`src/cdp_tlv_frame_parser_core_macros.svh`:
```
// Assertion macros shared by the parser RTL.
// Depends on nothing; included by the top level.
`ifndef CDP_TLV_FRAME_PARSER_CORE_MACROS_SVH
`define CDP_TLV_FRAME_PARSER_CORE_MACROS_SVH
// Implication checked on every clock edge outside reset.
`define CDP_ASSERT_IMP(label, clk, rst, ante, cons, msg) \
   label: assert property (@(posedge clk) disable iff (rst) (ante) |-> (cons)) else $error(msg);
// Next-cycle implication.
`define CDP_ASSERT_NXT(label, clk, rst, ante, cons, msg) \
   label: assert property (@(posedge clk) disable iff (rst) (ante) |=> (cons)) else $error(msg);
`endif

```
`src/cdp_pkg.sv`:
```
// Types and constants for the discovery-frame TLV parser.
// Depends on nothing.
`timescale 1ns / 1ps
package cdp_pkg;
   typedef enum logic [2:0] {
      PH_IDLE, PH_HEADER, PH_TLVHDR, PH_VALUE, PH_SKIP
   } phase_type;
   typedef enum logic [2:0] {
      AP_COUNT, AP_PTYPE, AP_PLEN, AP_PBYTES, AP_ALEN_HI, AP_ALEN_LO, AP_ABYTES, AP_DONE
   } addr_phase_type;
   localparam logic [1:0] KIND_RECORD  = 2'd0;
   localparam logic [1:0] KIND_ENTRY   = 2'd1;
   localparam logic [1:0] KIND_SUMMARY = 2'd2;
   localparam logic [2:0] ST_OK = 3'd0, ST_SHORT = 3'd1, ST_BADLEN = 3'd2,
                          ST_TRUNC = 3'd3, ST_CAPPED = 3'd4;
   localparam logic [15:0] TYPE_ADDRS = 16'h0002;
   localparam logic [15:0] TYPE_MGMT  = 16'h0016;
   localparam logic [15:0] EXT_LOW    = 16'h1000;
   localparam logic [15:0] EXT_HIGH   = 16'h100D;
   localparam logic [7:0]  NLPID_IP   = 8'hCC;
   localparam logic [7:0]  DEFAULT_CAP = 8'd50;
   localparam logic [31:0] LISTED_MASK = 32'hAFFFCFFE;
   localparam logic [0:0]  CSR_MAX_OBJECTS = 1'b0;

   typedef struct packed {
      logic [7:0]  frame_byte;
      logic        frame_start;
      logic [11:0] frame_length;
   } req_type;

   typedef struct packed {
      logic [1:0]  record_kind;
      logic [15:0] tlv_type;
      logic [15:0] tlv_length;
      logic [3:0]  value_class;
      logic [31:0] numeric_value;
      logic        is_ipv4;
      logic [1:0]  type_known;
      logic [7:0]  frame_version;
      logic [7:0]  ttl_seconds;
      logic [15:0] header_checksum;
      logic [2:0]  frame_status;
      logic        last_of_run;
   } rsp_type;

   // Up to three results per byte, in order: entry, record, summary.
   typedef struct packed {
      logic [2:0] valid;
      rsp_type    r0;
      rsp_type    r1;
      rsp_type    r2;
   } burst_type;
endpackage

```
`src/cdp_if.sv`:
```
// Valid/ready stream interface carrying one parser item.
// Depends on cdp_pkg.
`timescale 1ns / 1ps
interface cdp_req_if;
   logic             valid;
   logic             ready;
   cdp_pkg::req_type payload;
   modport source (output valid, output payload, input ready);
   modport sink (input valid, input payload, output ready);
endinterface

interface cdp_rsp_if;
   logic             valid;
   logic             ready;
   cdp_pkg::rsp_type payload;
   modport source (output valid, output payload, input ready);
   modport sink (input valid, input payload, output ready);
endinterface

```
`src/cdp_tlv_frame_parser_core.sv`:
```
// Top level of the discovery-frame TLV parser: stream ports, CSR, output queue.
// Depends on cdp_pkg, cdp_if, cdp_step and the assertion macro header.
`timescale 1ns / 1ps
`include "cdp_tlv_frame_parser_core_macros.svh"
// The parser takes one frame byte per cycle while no results are pending, and answers in the
// same pass: each accepted byte goes through one combinational step into a three-slot result
// register (up to a record entry, a record and a frame summary). The slots drain one result per
// cycle on rsp while rsp is ready, and req is held off while any result is still pending. The
// sole register, max_objects (address 0), caps records and address entries; zero acts as 50.
module cdp_tlv_frame_parser_core #(
   parameter int MAX_FRAME = 2048
) (
   input  logic        clock,
   input  logic        reset,
   cdp_req_if.sink     req,
   cdp_rsp_if.source   rsp,
   input  logic        csr_psel,
   input  logic        csr_penable,
   input  logic        csr_pwrite,
   input  logic [0:0]  csr_paddr,
   input  logic [31:0] csr_pwdata,
   output logic [31:0] csr_prdata,
   output logic        csr_pready
);
   logic [7:0] maxobj_ff;
   cdp_pkg::burst_type burst, slots_ff, slots_in;
   logic step_en, busy;
   logic [2:0] pend_ff, pend_in;

   assign csr_pready = 1'b1;
   assign csr_prdata = {24'd0, maxobj_ff};
   always_ff @(posedge clock) begin
      if (reset) maxobj_ff <= cdp_pkg::DEFAULT_CAP;
      else if (csr_psel && csr_penable && csr_pwrite && csr_paddr == cdp_pkg::CSR_MAX_OBJECTS)
         maxobj_ff <= csr_pwdata[7:0];
   end

   // pending mask drains lowest slot first; accept when last pending result leaves
   logic [2:0] after_pop;
   always_comb begin
      after_pop = pend_ff;
      if (rsp.valid && rsp.ready) begin
         if (pend_ff[0]) after_pop[0] = 1'b0;
         else if (pend_ff[1]) after_pop[1] = 1'b0;
         else after_pop[2] = 1'b0;
      end
   end
   assign busy = (after_pop != 3'd0);
   assign req.ready = !busy;
   assign step_en = req.valid && req.ready;

   cdp_step #(.MAX_FRAME(MAX_FRAME)) u_step (
      .clock(clock), .reset(reset), .step_en(step_en), .req(req.payload),
      .max_objects(maxobj_ff), .burst(burst)
   );

   always_comb begin
      slots_in = slots_ff;
      pend_in = after_pop;
      if (step_en) begin
         slots_in = burst;
         pend_in = burst.valid;
      end
   end
   always_ff @(posedge clock) begin
      if (reset) pend_ff <= '0;
      else pend_ff <= pend_in;
      slots_ff <= slots_in;
   end

   assign rsp.valid = (pend_ff != 3'd0);
   assign rsp.payload = pend_ff[0] ? slots_ff.r0 : (pend_ff[1] ? slots_ff.r1 : slots_ff.r2);

   `CDP_ASSERT_IMP(a_no_accept_while_pending, clock, reset, step_en, after_pop == 3'd0, "accept while results pending")
   `CDP_ASSERT_NXT(a_summary_last, clock, reset, rsp.valid && pend_ff[2], rsp.valid || !pend_ff[2] || !$past(rsp.ready), "summary lost")
   `CDP_ASSERT_IMP(a_last_flag, clock, reset, rsp.valid && pend_ff == 3'b100, rsp.payload.last_of_run, "last result not marked")
endmodule

```
`src/cdp_step.sv`:
```
// Per-byte parse step: frame state in, next state and result burst out.
// Depends on cdp_pkg.
`timescale 1ns / 1ps
module cdp_step #(
   parameter int MAX_FRAME = 2048
) (
   input  logic                    clock,
   input  logic                    reset,
   input  logic                    step_en,
   input  cdp_pkg::req_type        req,
   input  logic [7:0]              max_objects,
   output cdp_pkg::burst_type      burst
);
   localparam int FW = 16;
   localparam logic [FW-1:0] MAX_FRAME_W = FW'(MAX_FRAME);

   cdp_pkg::phase_type      phase_ff, phase_in;
   cdp_pkg::addr_phase_type ap_ff, ap_in;
   logic [FW-1:0] pos_ff, pos_in, total_ff, total_in;
   logic [15:0] rtype_ff, rtype_in, rlen_ff, rlen_in, vrem_ff, vrem_in;
   logic [31:0] acc_ff, acc_in, decl_ff, decl_in, hdr_ff, hdr_in;
   logic [7:0]  rdone_ff, rdone_in, ent_ff, ent_in, alist_ff, alist_in, mlist_ff, mlist_in;
   logic [7:0]  ptype_ff, ptype_in, plen_ff, plen_in, pfirst_ff, pfirst_in;
   logic [15:0] alen_ff, alen_in, eleft_ff, eleft_in;
   logic [2:0]  st_ff, st_in;

   always_ff @(posedge clock) begin
      if (reset) begin
         phase_ff <= cdp_pkg::PH_IDLE; ap_ff <= cdp_pkg::AP_COUNT;
         pos_ff <= '0; total_ff <= '0; rtype_ff <= '0; rlen_ff <= '0; vrem_ff <= '0;
         acc_ff <= '0; decl_ff <= '0; hdr_ff <= '0; rdone_ff <= '0; ent_ff <= '0;
         alist_ff <= '0; mlist_ff <= '0; ptype_ff <= '0; plen_ff <= '0; pfirst_ff <= '0;
         alen_ff <= '0; eleft_ff <= '0; st_ff <= '0;
      end else if (step_en) begin
         phase_ff <= phase_in; ap_ff <= ap_in;
         pos_ff <= pos_in; total_ff <= total_in; rtype_ff <= rtype_in; rlen_ff <= rlen_in;
         vrem_ff <= vrem_in; acc_ff <= acc_in; decl_ff <= decl_in; hdr_ff <= hdr_in;
         rdone_ff <= rdone_in; ent_ff <= ent_in; alist_ff <= alist_in; mlist_ff <= mlist_in;
         ptype_ff <= ptype_in; plen_ff <= plen_in; pfirst_ff <= pfirst_in;
         alen_ff <= alen_in; eleft_ff <= eleft_in; st_ff <= st_in;
      end
   end

   function automatic logic [1:0] known_of(input logic [15:0] t);
      if (t < 16'd32 && LISTED_BIT(t[4:0])) return 2'd1;
      if (t >= cdp_pkg::EXT_LOW && t <= cdp_pkg::EXT_HIGH) return 2'd2;
      return 2'd0;
   endfunction
   function automatic logic LISTED_BIT(input logic [4:0] i);
      return cdp_pkg::LISTED_MASK[i];
   endfunction

   always_comb begin
      logic [7:0]  b, cap;
      logic [FW-1:0] flen, rem;
      logic [15:0] vl, idx, alen_c;
      logic        is_addr, rec_fin, ent_fin, ent_put, ip4, sum, do_next;
      logic [3:0]  cls;
      logic [31:0] num;
      cdp_pkg::rsp_type rr, re, rs;
      logic [2:0]  kinds;

      b = req.frame_byte;
      cap = (max_objects == 8'd0) ? cdp_pkg::DEFAULT_CAP : max_objects;
      phase_in = phase_ff; ap_in = ap_ff; pos_in = pos_ff; total_in = total_ff;
      rtype_in = rtype_ff; rlen_in = rlen_ff; vrem_in = vrem_ff; acc_in = acc_ff;
      decl_in = decl_ff; hdr_in = hdr_ff; rdone_in = rdone_ff; ent_in = ent_ff;
      alist_in = alist_ff; mlist_in = mlist_ff; ptype_in = ptype_ff; plen_in = plen_ff;
      pfirst_in = pfirst_ff; alen_in = alen_ff; eleft_in = eleft_ff; st_in = st_ff;
      rec_fin = 1'b0; ent_fin = 1'b0; ent_put = 1'b0; sum = 1'b0; do_next = 1'b0;
      alen_c = alen_ff; vl = '0; idx = '0;

      if (req.frame_start) begin
         flen = FW'(req.frame_length);
         total_in = (flen > MAX_FRAME_W) ? MAX_FRAME_W : flen;
         if (total_in == '0) total_in = FW'(1);
         pos_in = '0; rtype_in = '0; rlen_in = '0; vrem_in = '0; acc_in = '0;
         rdone_in = '0; ap_in = cdp_pkg::AP_COUNT; decl_in = '0; ent_in = '0;
         alist_in = '0; mlist_in = '0; ptype_in = '0; plen_in = '0; pfirst_in = '0;
         alen_in = '0; eleft_in = '0; st_in = cdp_pkg::ST_OK; hdr_in = '0;
         phase_in = cdp_pkg::PH_HEADER;
         if (total_in < FW'(4)) begin
            st_in = cdp_pkg::ST_SHORT; phase_in = cdp_pkg::PH_SKIP;
         end
      end
      rem = total_in - pos_in - FW'(1);
      is_addr = (rtype_in == cdp_pkg::TYPE_ADDRS) || (rtype_in == cdp_pkg::TYPE_MGMT);

      case (phase_in)
         cdp_pkg::PH_HEADER: begin
            hdr_in = {hdr_in[23:0], b};
            if (pos_in == FW'(3)) do_next = 1'b1;
         end
         cdp_pkg::PH_TLVHDR: begin
            idx = vrem_in;
            if (idx < 16'd2) rtype_in = {rtype_in[7:0], b};
            else rlen_in = {rlen_in[7:0], b};
            vrem_in = idx + 16'd1;
            if (idx == 16'd3) begin
               vl = rlen_in - 16'd4;
               if (rlen_in < 16'd4) begin
                  st_in = cdp_pkg::ST_BADLEN; phase_in = cdp_pkg::PH_SKIP;
               end else if (FW'(vl) > rem) begin
                  st_in = cdp_pkg::ST_TRUNC; phase_in = cdp_pkg::PH_SKIP;
               end else begin
                  vrem_in = vl; acc_in = '0; decl_in = '0; ent_in = '0;
                  ap_in = (vl >= 16'd4) ? cdp_pkg::AP_COUNT : cdp_pkg::AP_DONE;
                  if (vl == 16'd0) rec_fin = 1'b1;
                  else phase_in = cdp_pkg::PH_VALUE;
               end
            end
         end
         cdp_pkg::PH_VALUE: begin
            vrem_in = vrem_in - 16'd1;
            if (is_addr) begin
               idx = (rlen_in - 16'd4) - vrem_in - 16'd1;
               case (ap_in)
                  cdp_pkg::AP_COUNT: begin
                     decl_in = {decl_in[23:0], b};
                     if (idx == 16'd3) begin
                        if (ent_in < cap && {24'd0, ent_in} < decl_in && vrem_in >= 16'd2)
                           ap_in = cdp_pkg::AP_PTYPE;
                        else ap_in = cdp_pkg::AP_DONE;
                     end
                  end
                  cdp_pkg::AP_PTYPE: begin
                     ptype_in = b; pfirst_in = '0; ap_in = cdp_pkg::AP_PLEN;
                  end
                  cdp_pkg::AP_PLEN: begin
                     plen_in = b;
                     if (vrem_in < {8'd0, b}) ap_in = cdp_pkg::AP_DONE;
                     else if (b == 8'd0)
                        ap_in = (vrem_in >= 16'd2) ? cdp_pkg::AP_ALEN_HI : cdp_pkg::AP_DONE;
                     else begin
                        eleft_in = {8'd0, b}; ap_in = cdp_pkg::AP_PBYTES;
                     end
                  end
                  cdp_pkg::AP_PBYTES: begin
                     if (eleft_in == {8'd0, plen_in}) pfirst_in = b;
                     eleft_in = eleft_in - 16'd1;
                     if (eleft_in == 16'd0)
                        ap_in = (vrem_in >= 16'd2) ? cdp_pkg::AP_ALEN_HI : cdp_pkg::AP_DONE;
                  end
                  cdp_pkg::AP_ALEN_HI: begin
                     alen_in = {b, 8'd0}; ap_in = cdp_pkg::AP_ALEN_LO;
                  end
                  cdp_pkg::AP_ALEN_LO: begin
                     alen_in = {alen_in[15:8], b}; acc_in = '0;
                     if (vrem_in < alen_in) ap_in = cdp_pkg::AP_DONE;
                     else if (alen_in == 16'd0) ent_fin = 1'b1;
                     else begin
                        eleft_in = alen_in; ap_in = cdp_pkg::AP_ABYTES;
                     end
                  end
                  cdp_pkg::AP_ABYTES: begin
                     acc_in = {acc_in[23:0], b};
                     eleft_in = eleft_in - 16'd1;
                     if (eleft_in == 16'd0) ent_fin = 1'b1;
                  end
                  default: ;
               endcase
            end else begin
               acc_in = {acc_in[23:0], b};
            end
            if (vrem_in == 16'd0) rec_fin = 1'b1;
         end
         default: ;
      endcase

      // entry completion
      ip4 = (ptype_in == 8'd1) && (plen_in == 8'd1) && (pfirst_in == cdp_pkg::NLPID_IP)
            && (alen_in == 16'd4);
      re = '0;
      if (ent_fin) begin
         ent_in = ent_in + 8'd1;
         if (rtype_in == cdp_pkg::TYPE_ADDRS) begin
            if (alist_in < cap) begin
               alist_in = alist_in + 8'd1; ent_put = 1'b1;
            end
         end else if (mlist_in < cap) begin
            mlist_in = mlist_in + 8'd1; ent_put = 1'b1;
         end
         if (ent_in < cap && {24'd0, ent_in} < decl_in && vrem_in >= 16'd2)
            ap_in = cdp_pkg::AP_PTYPE;
         else ap_in = cdp_pkg::AP_DONE;
         re.record_kind = cdp_pkg::KIND_ENTRY;
         re.tlv_type = {8'd0, ptype_in};
         re.tlv_length = alen_in;
         re.value_class = (rtype_in == cdp_pkg::TYPE_ADDRS) ? 4'd7 : 4'd8;
         re.numeric_value = ip4 ? acc_in : 32'd0;
         re.is_ipv4 = ip4;
         re.type_known = 2'd1;
      end

      // record completion
      rr = '0;
      if (rec_fin) begin
         vl = rlen_in - 16'd4; cls = 4'd9; num = '0;
         case (rtype_in)
            16'h0001, 16'h0003, 16'h0005, 16'h0006, 16'h0009, 16'h0014: cls = 4'd0;
            16'h0004: if (vl == 16'd4) begin cls = 4'd1; num = acc_in; end
            16'h000A: if (vl == 16'd2) begin cls = 4'd2; num = {16'd0, acc_in[15:0]}; end
            16'h000B: if (vl == 16'd1) begin cls = 4'd3; num = {31'd0, acc_in != 32'd0}; end
            16'h0010: if (vl == 16'd2) begin cls = 4'd4; num = {16'd0, acc_in[15:0]}; end
            16'h0019: if (vl == 16'd4) begin cls = 4'd5; num = acc_in; end
            16'h001A: if (vl == 16'd4) begin cls = 4'd6; num = acc_in; end
            cdp_pkg::TYPE_ADDRS: cls = 4'd7;
            cdp_pkg::TYPE_MGMT: cls = 4'd8;
            default: ;
         endcase
         rr.record_kind = cdp_pkg::KIND_RECORD;
         rr.tlv_type = rtype_in; rr.tlv_length = rlen_in; rr.value_class = cls;
         rr.numeric_value = num; rr.type_known = known_of(rtype_in);
         rdone_in = rdone_in + 8'd1;
         do_next = 1'b1;
      end

      if (do_next) begin
         if (rdone_in >= cap) begin
            if (rem > '0) st_in = cdp_pkg::ST_CAPPED;
            phase_in = cdp_pkg::PH_SKIP;
         end else if (rem < FW'(4)) begin
            phase_in = cdp_pkg::PH_SKIP;
         end else begin
            phase_in = cdp_pkg::PH_TLVHDR; vrem_in = '0; rtype_in = '0; rlen_in = '0;
         end
      end

      // header fields come from the state after this byte
      rs = '0;
      if (phase_ff != cdp_pkg::PH_IDLE || req.frame_start) begin
         pos_in = pos_in + FW'(1);
         if (pos_in >= total_in) begin
            sum = 1'b1; phase_in = cdp_pkg::PH_IDLE;
            rs.record_kind = cdp_pkg::KIND_SUMMARY; rs.frame_status = st_in;
         end
      end
      re.frame_version = hdr_in[31:24]; re.ttl_seconds = hdr_in[23:16];
      re.header_checksum = hdr_in[15:0];
      rr.frame_version = hdr_in[31:24]; rr.ttl_seconds = hdr_in[23:16];
      rr.header_checksum = hdr_in[15:0];
      rs.frame_version = hdr_in[31:24]; rs.ttl_seconds = hdr_in[23:16];
      rs.header_checksum = hdr_in[15:0];

      kinds = {sum, rec_fin, ent_put};
      if (ent_put && !rec_fin && !sum) re.last_of_run = 1'b1;
      if (rec_fin && !sum) rr.last_of_run = 1'b1;
      rs.last_of_run = 1'b1;
      burst.valid = kinds;
      burst.r0 = re; burst.r1 = rr; burst.r2 = rs;
   end
endmodule
```
`src/flat_wrapper.sv`:
```
// flat-port wrapper written by rule: the top's interface ports become plain ports
module cdp_tlv_frame_parser_core_flat 
#(
   parameter int MAX_FRAME = 2048
)
  (clock, reset, csr_psel, csr_penable, csr_pwrite, csr_paddr, csr_pwdata, csr_prdata, csr_pready, req_valid, req_payload, req_ready, rsp_valid, rsp_payload, rsp_ready);
  cdp_req_if req_i ();
  cdp_rsp_if rsp_i ();
  input  logic clock;
  input  logic reset;
  input  logic csr_psel;
  input  logic csr_penable;
  input  logic csr_pwrite;
  input  logic [0:0] csr_paddr;
  input  logic [31:0] csr_pwdata;
  output logic [31:0] csr_prdata;
  output logic csr_pready;
  input wire logic [$bits(req_i.valid)-1:0] req_valid;
  input wire logic [$bits(req_i.payload)-1:0] req_payload;
  output wire logic [$bits(req_i.ready)-1:0] req_ready;
  output wire logic [$bits(rsp_i.valid)-1:0] rsp_valid;
  output wire logic [$bits(rsp_i.payload)-1:0] rsp_payload;
  input wire logic [$bits(rsp_i.ready)-1:0] rsp_ready;
  assign req_i.valid = req_valid;
  assign req_i.payload = req_payload;
  assign req_ready = req_i.ready;
  assign rsp_valid = rsp_i.valid;
  assign rsp_payload = rsp_i.payload;
  assign rsp_i.ready = rsp_ready;
  cdp_tlv_frame_parser_core #(.MAX_FRAME(MAX_FRAME)) u_core (.clock(clock), .reset(reset), .req(req_i), .rsp(rsp_i), .csr_psel(csr_psel), .csr_penable(csr_penable), .csr_pwrite(csr_pwrite), .csr_paddr(csr_paddr), .csr_pwdata(csr_pwdata), .csr_prdata(csr_prdata), .csr_pready(csr_pready));
endmodule
```
`config.mk`:
```
export PLATFORM = sky130hd
export DESIGN_NAME = cdp_tlv_frame_parser_core_flat
export DESIGN_NICKNAME = d
export VERILOG_FILES = /design/src/cdp_pkg.sv /design/src/cdp_if.sv /design/src/cdp_tlv_frame_parser_core.sv /design/src/cdp_step.sv /design/src/flat_wrapper.sv
export VERILOG_INCLUDE_DIRS = /design/src /design/src/src
export SDC_FILE = /design/constraint.sdc
export NUM_CORES = 2
export LEC_CHECK = 0
export BUFFER_PORTS_ARGS = -buffer_cell sky130_fd_sc_hd__buf_4
export CAP_MARGIN = 10
export CORE_UTILIZATION = 40
export DETAILED_ROUTE_END_ITERATION = 8
export PLACE_DENSITY = 0.65
export SLEW_MARGIN = 20
export SYNTH_ARGS = -nofsm -noshare
export SYNTH_HDL_FRONTEND = slang
export SYNTH_HIERARCHICAL = 1
export SYNTH_SLANG_ARGS = --single-unit
```
`constraint.sdc`:
```
create_clock -name clock -period 27.9 [get_ports clock]
set_clock_uncertainty 0.2 [all_clocks]
set_input_delay 1.395 -clock clock [delete_from_list [all_inputs] [get_ports clock]]
set_output_delay 1.395 -clock clock [all_outputs]
set_load 0.01 [all_outputs]
```
==> impl_metrics.toml <==
[outcome]
outcome = "complete, no violations"

[synthesis]
syn_inst = 3988
synth_xor_area_share_pct = 2.25
synth_area_leader_cell = "edfxtp_1"
synth_compound_area_share_pct = 17.4
ys.flop_type = "edfxtp_1"
synth.avg_cell_area_um2 = 9.06
yosysTopAreaCellShare_pct = 27.2
synth_top_family_by_area = "simple AND/OR/NAND/NOR gates"
synth-simple-area-share_pct = 18.8
synth_area_um2 = 36100
yosysSeqAreaShare_pct = 42.9
synth.distinct_cells = 104
yosys_register_bits = 611
ys_warn_count = 6
synth_mux_area_share_pct = 5.21
synth_edf_count = 327
synth.area.top_cells = "edfxtp_1 27%, dfxtp_1 16%, ha_1 5.3%, mux2i_1 5.0%, nor2_1 4.7%"
synthAdderAreaFrac_pct = 5.48
async_flop_share_pct = 0

[worst_setup_path]
critPathTopFamily = "simple AND/OR/NAND/NOR gates"
critPathMaxFanout = 69
path_buf_inv = 5
cp.required_ns = 28.20
cp.arrival_ns = 10.62
reg2reg_to = "u_core/u_step/vrem_ff[0]"
critPathLaunchType = "input port"
cpPeakStageDelay_ns = 0.74
slowest_stage = "nor4_1"
crit_type = "input port to register"
reg2reg_slack_ns = 17.69
cp_common_cell = "a21oi_1"
end_kind = "register"
ff2ff_path_depth = 32
rr_startpoint = "u_core/u_step/vrem_ff[4]"
path_depth = 33

[power_and_ir_drop]
p_sw_uw = 499
swShare_pct = 24.1
power_leakage_nw = 14.6
pwr-share-comb_pct = 7.5
ir_drop_mv = 0.0371
p_clk_share_pct = 45.1
intPower_mw = 1.57
p_per_area_nw_per_um2 = 52.3
seqPwrFrac_pct = 47.4

[sta]
setup_viol = 0
slew_viol_final = 0
slew_headroom_pct = 23.4
tightestPinTransition_ns = 1.14
timing.fmax_mhz = 97.0
grt_setup_unrepaired = "no"
period_share_pct = 37.0
hold_viol_final = 0
fin_tns_setup_ns = 0
layout_setup_ws_ns = 17.59
fin_crit_ns = 10.31

[finish]
finalNetCount = 4159
multi_input_area_um2 = 18300
fillers = 8645
diodes = 0
final_util_pct = 44.5
final_cell_area_um2 = 39600
layout.cells.non_filler = 5163
area_growth_pct = 9.62
seqCellArea_um2 = 15500
drive_above_1_share_pct = 9.78

[flow_run]
maxCapViolations = 0

[grt]
grt_pass1_wl_mm = 159
grt_pass1_vias = 27229
grt_use_total_pct = 22.0
grt_max_degree = 168
grt_overflow = 0
antenna_found_initial = 2

[clock_tree]
post-cts-setup-buffer-count = 0
clkSinkCount = 611
clkLatencyLatePin_ns = 0.63
hold_buffers = 0
cts.htree.levels = 3
cts_tree = "built"
root_buffer = "clkbuf_16"
clk_path_buf_depth = 3
clkTransAtPathRegs_ns = 0.06
cts-resized-gates = 0
numCtsBuffers = 70

[detailed_routing]
drc = 0
drtIter0Drc = 2709
via_per_inst = 5.72
vias = 29558
wl_per_cell_um = 20.0
ant_nets = 0
wirelength_mm = 103
first_pass_iters = 6

[floorplanning]
die_y_um = 303
initial_core_util_pct = 40.6
die_w_um = 303
rows = 109
core_area_um2 = 88900
num_io_pins = 205
die_area_um2 = 91500

[placement]
dpl.cell_count = 5035
place.gp.congestion = 0.945
placed_area_um2 = 37200
pre_cts_ws_ns = 17.12
dp_hpwl_mm = 70.3
port_buffers = 155

[hold_path]
holdPathEnd = "u_core/u_step/total_ff[7]"
holdPathStages = 2
hold_start = "u_core/u_step/total_ff[7]"
hold_class = "register to register"
==> layout by cell type, fill, tap and decap left out, drive strengths merged, types with 13 or more instances in the layout <==
cell | synthesis | routed
nor3 | 88 | 88
or3 | 31 | 31
clkbuf | 183 | 103
nor4 | 64 | 64
and2 | 14 | 14
conb | 4 | 117
and3 | 26 | 26
o21a | 20 | 20
nand2b | 31 | 31
inv | 117 | 120
o31ai | 28 | 28
buf | 255 | 207
or4 | 29 | 29
or2 | 17 | 17
a21o | 34 | 34
mux2i | 180 | 180
nor2 | 456 | 456
nand3b | 13 | 13
nor2b | 68 | 68
a31oi | 39 | 39
xor2 | 35 | 35
nand2 | 427 | 427
o21ai | 239 | 239
o211ai | 13 | 13
a21oi | 211 | 211
ha | 154 | 154
xnor2 | 55 | 55
a211oi | 27 | 27
nand4 | 38 | 38
nand3 | 77 | 77
clkinv | 2 | 18
o22ai | 16 | 16
a22oi | 165 | 165
dfxtp | 284 | 284
edfxtp | 327 | 327
a22o | 36 | 36
==> how the worst max path moves through the flow <==
stage,endpoint,start,slack [ns]
after CTS,u_core/u_step/rlen_ff[12],req_payload[12],17.72
after global routing,u_core/u_step/rtype_ff[15],req_payload[12],16.87
after detailed placement,u_core/u_step/rlen_ff[8],req_payload[12],17.12
after floorplan,u_core/u_step/pos_ff[10],rsp_ready,15.59
after global placement,u_core/u_step/rlen_ff[12],req_payload[12],17.12
final,u_core/u_step/vrem_ff[0],req_payload[12],17.59
==> cell usage after synthesis, drive strengths merged (68+ instances only) <==
library cell,count
a21oi,211
buf,255
ha,154
mux2i,180
dfxtp,284
nor2b,68
clkbuf,183
inv,117
nor3,88
a22oi,165
nand2,427
o21ai,239
nand3,77
nor2,456
edfxtp,327
==> registers in the layout, indices dropped and copies added (netlist names), 16 cells and up <==
signal,cells
u_core/slots_ff,327
u_core/u_step/acc_ff,32
u_core/u_step/decl_ff,32
u_core/u_step/hdr_ff,32
u_core/u_step/alen_ff,16
u_core/u_step/eleft_ff,16
u_core/u_step/pos_ff,16
u_core/u_step/rlen_ff,16
u_core/u_step/rtype_ff,16
u_core/u_step/total_ff,16
u_core/u_step/vrem_ff,16
==> routing by layer <==
metal,GRT usage (%),routed length [µm],up-vias,part of all wire [%]
met3,3.94,8100,195,7.8
met4,7.11,3010,2,2.9
met1,30.5,45200,14145,44
met5,0,13,-,0.013
met2,34.7,46900,1118,45
li1,-,-,14098,-
==> worst min-delay path, cell delays in order, from the launching register on <==
cell and delay [ns]:
dfxtp_1 0.31, nand2_1 0.05, a21oi_1 0.05
==> cells by family after synthesis <==
logic type                 count (synthesis)
AOI/OAI and AO/OA                        958
buffers and inverters                    557
DFF                                      611
xor gates and xnor gates                  91
and+or+nand+nor                         1423
other                                      4
muxes                                    187
adders and majority gates                157
==> layout make-up <==
type,count,share of cell area [%]
timing repair buffer,207,3.97
sequential,611,39.2
clock inverter,25,0.910
clock buffer,103,5.04
multi-input combinational,2933,46.1
tap,1165,3.68
inverter,119,1.13
==> stage by stage <==
| step | total power [mW] | hold slack [ns] |
|---|---|---|
| after CTS | 2.10 | 0.254 |
| after global placement | 1.15 | 0.240 |
| after detailed placement | 1.16 | 0.246 |
| final | 2.07 | 0.255 |
| after floorplan | 1.12 | 0.230 |
| after global routing | 2.15 | 0.271 |
==> power by group through the flow <==
stage	sequential [mW]	combinational, mW	clock (mW)
after global placement	1.00	0.153	0
after detailed placement	1.00	0.155	0
after CTS	0.983	0.155	0.958
final	0.983	0.156	0.934
after global routing	0.985	0.171	0.992
after floorplan	1.01	0.114	0
Note: power is estimated with default switching activity, not from simulation.
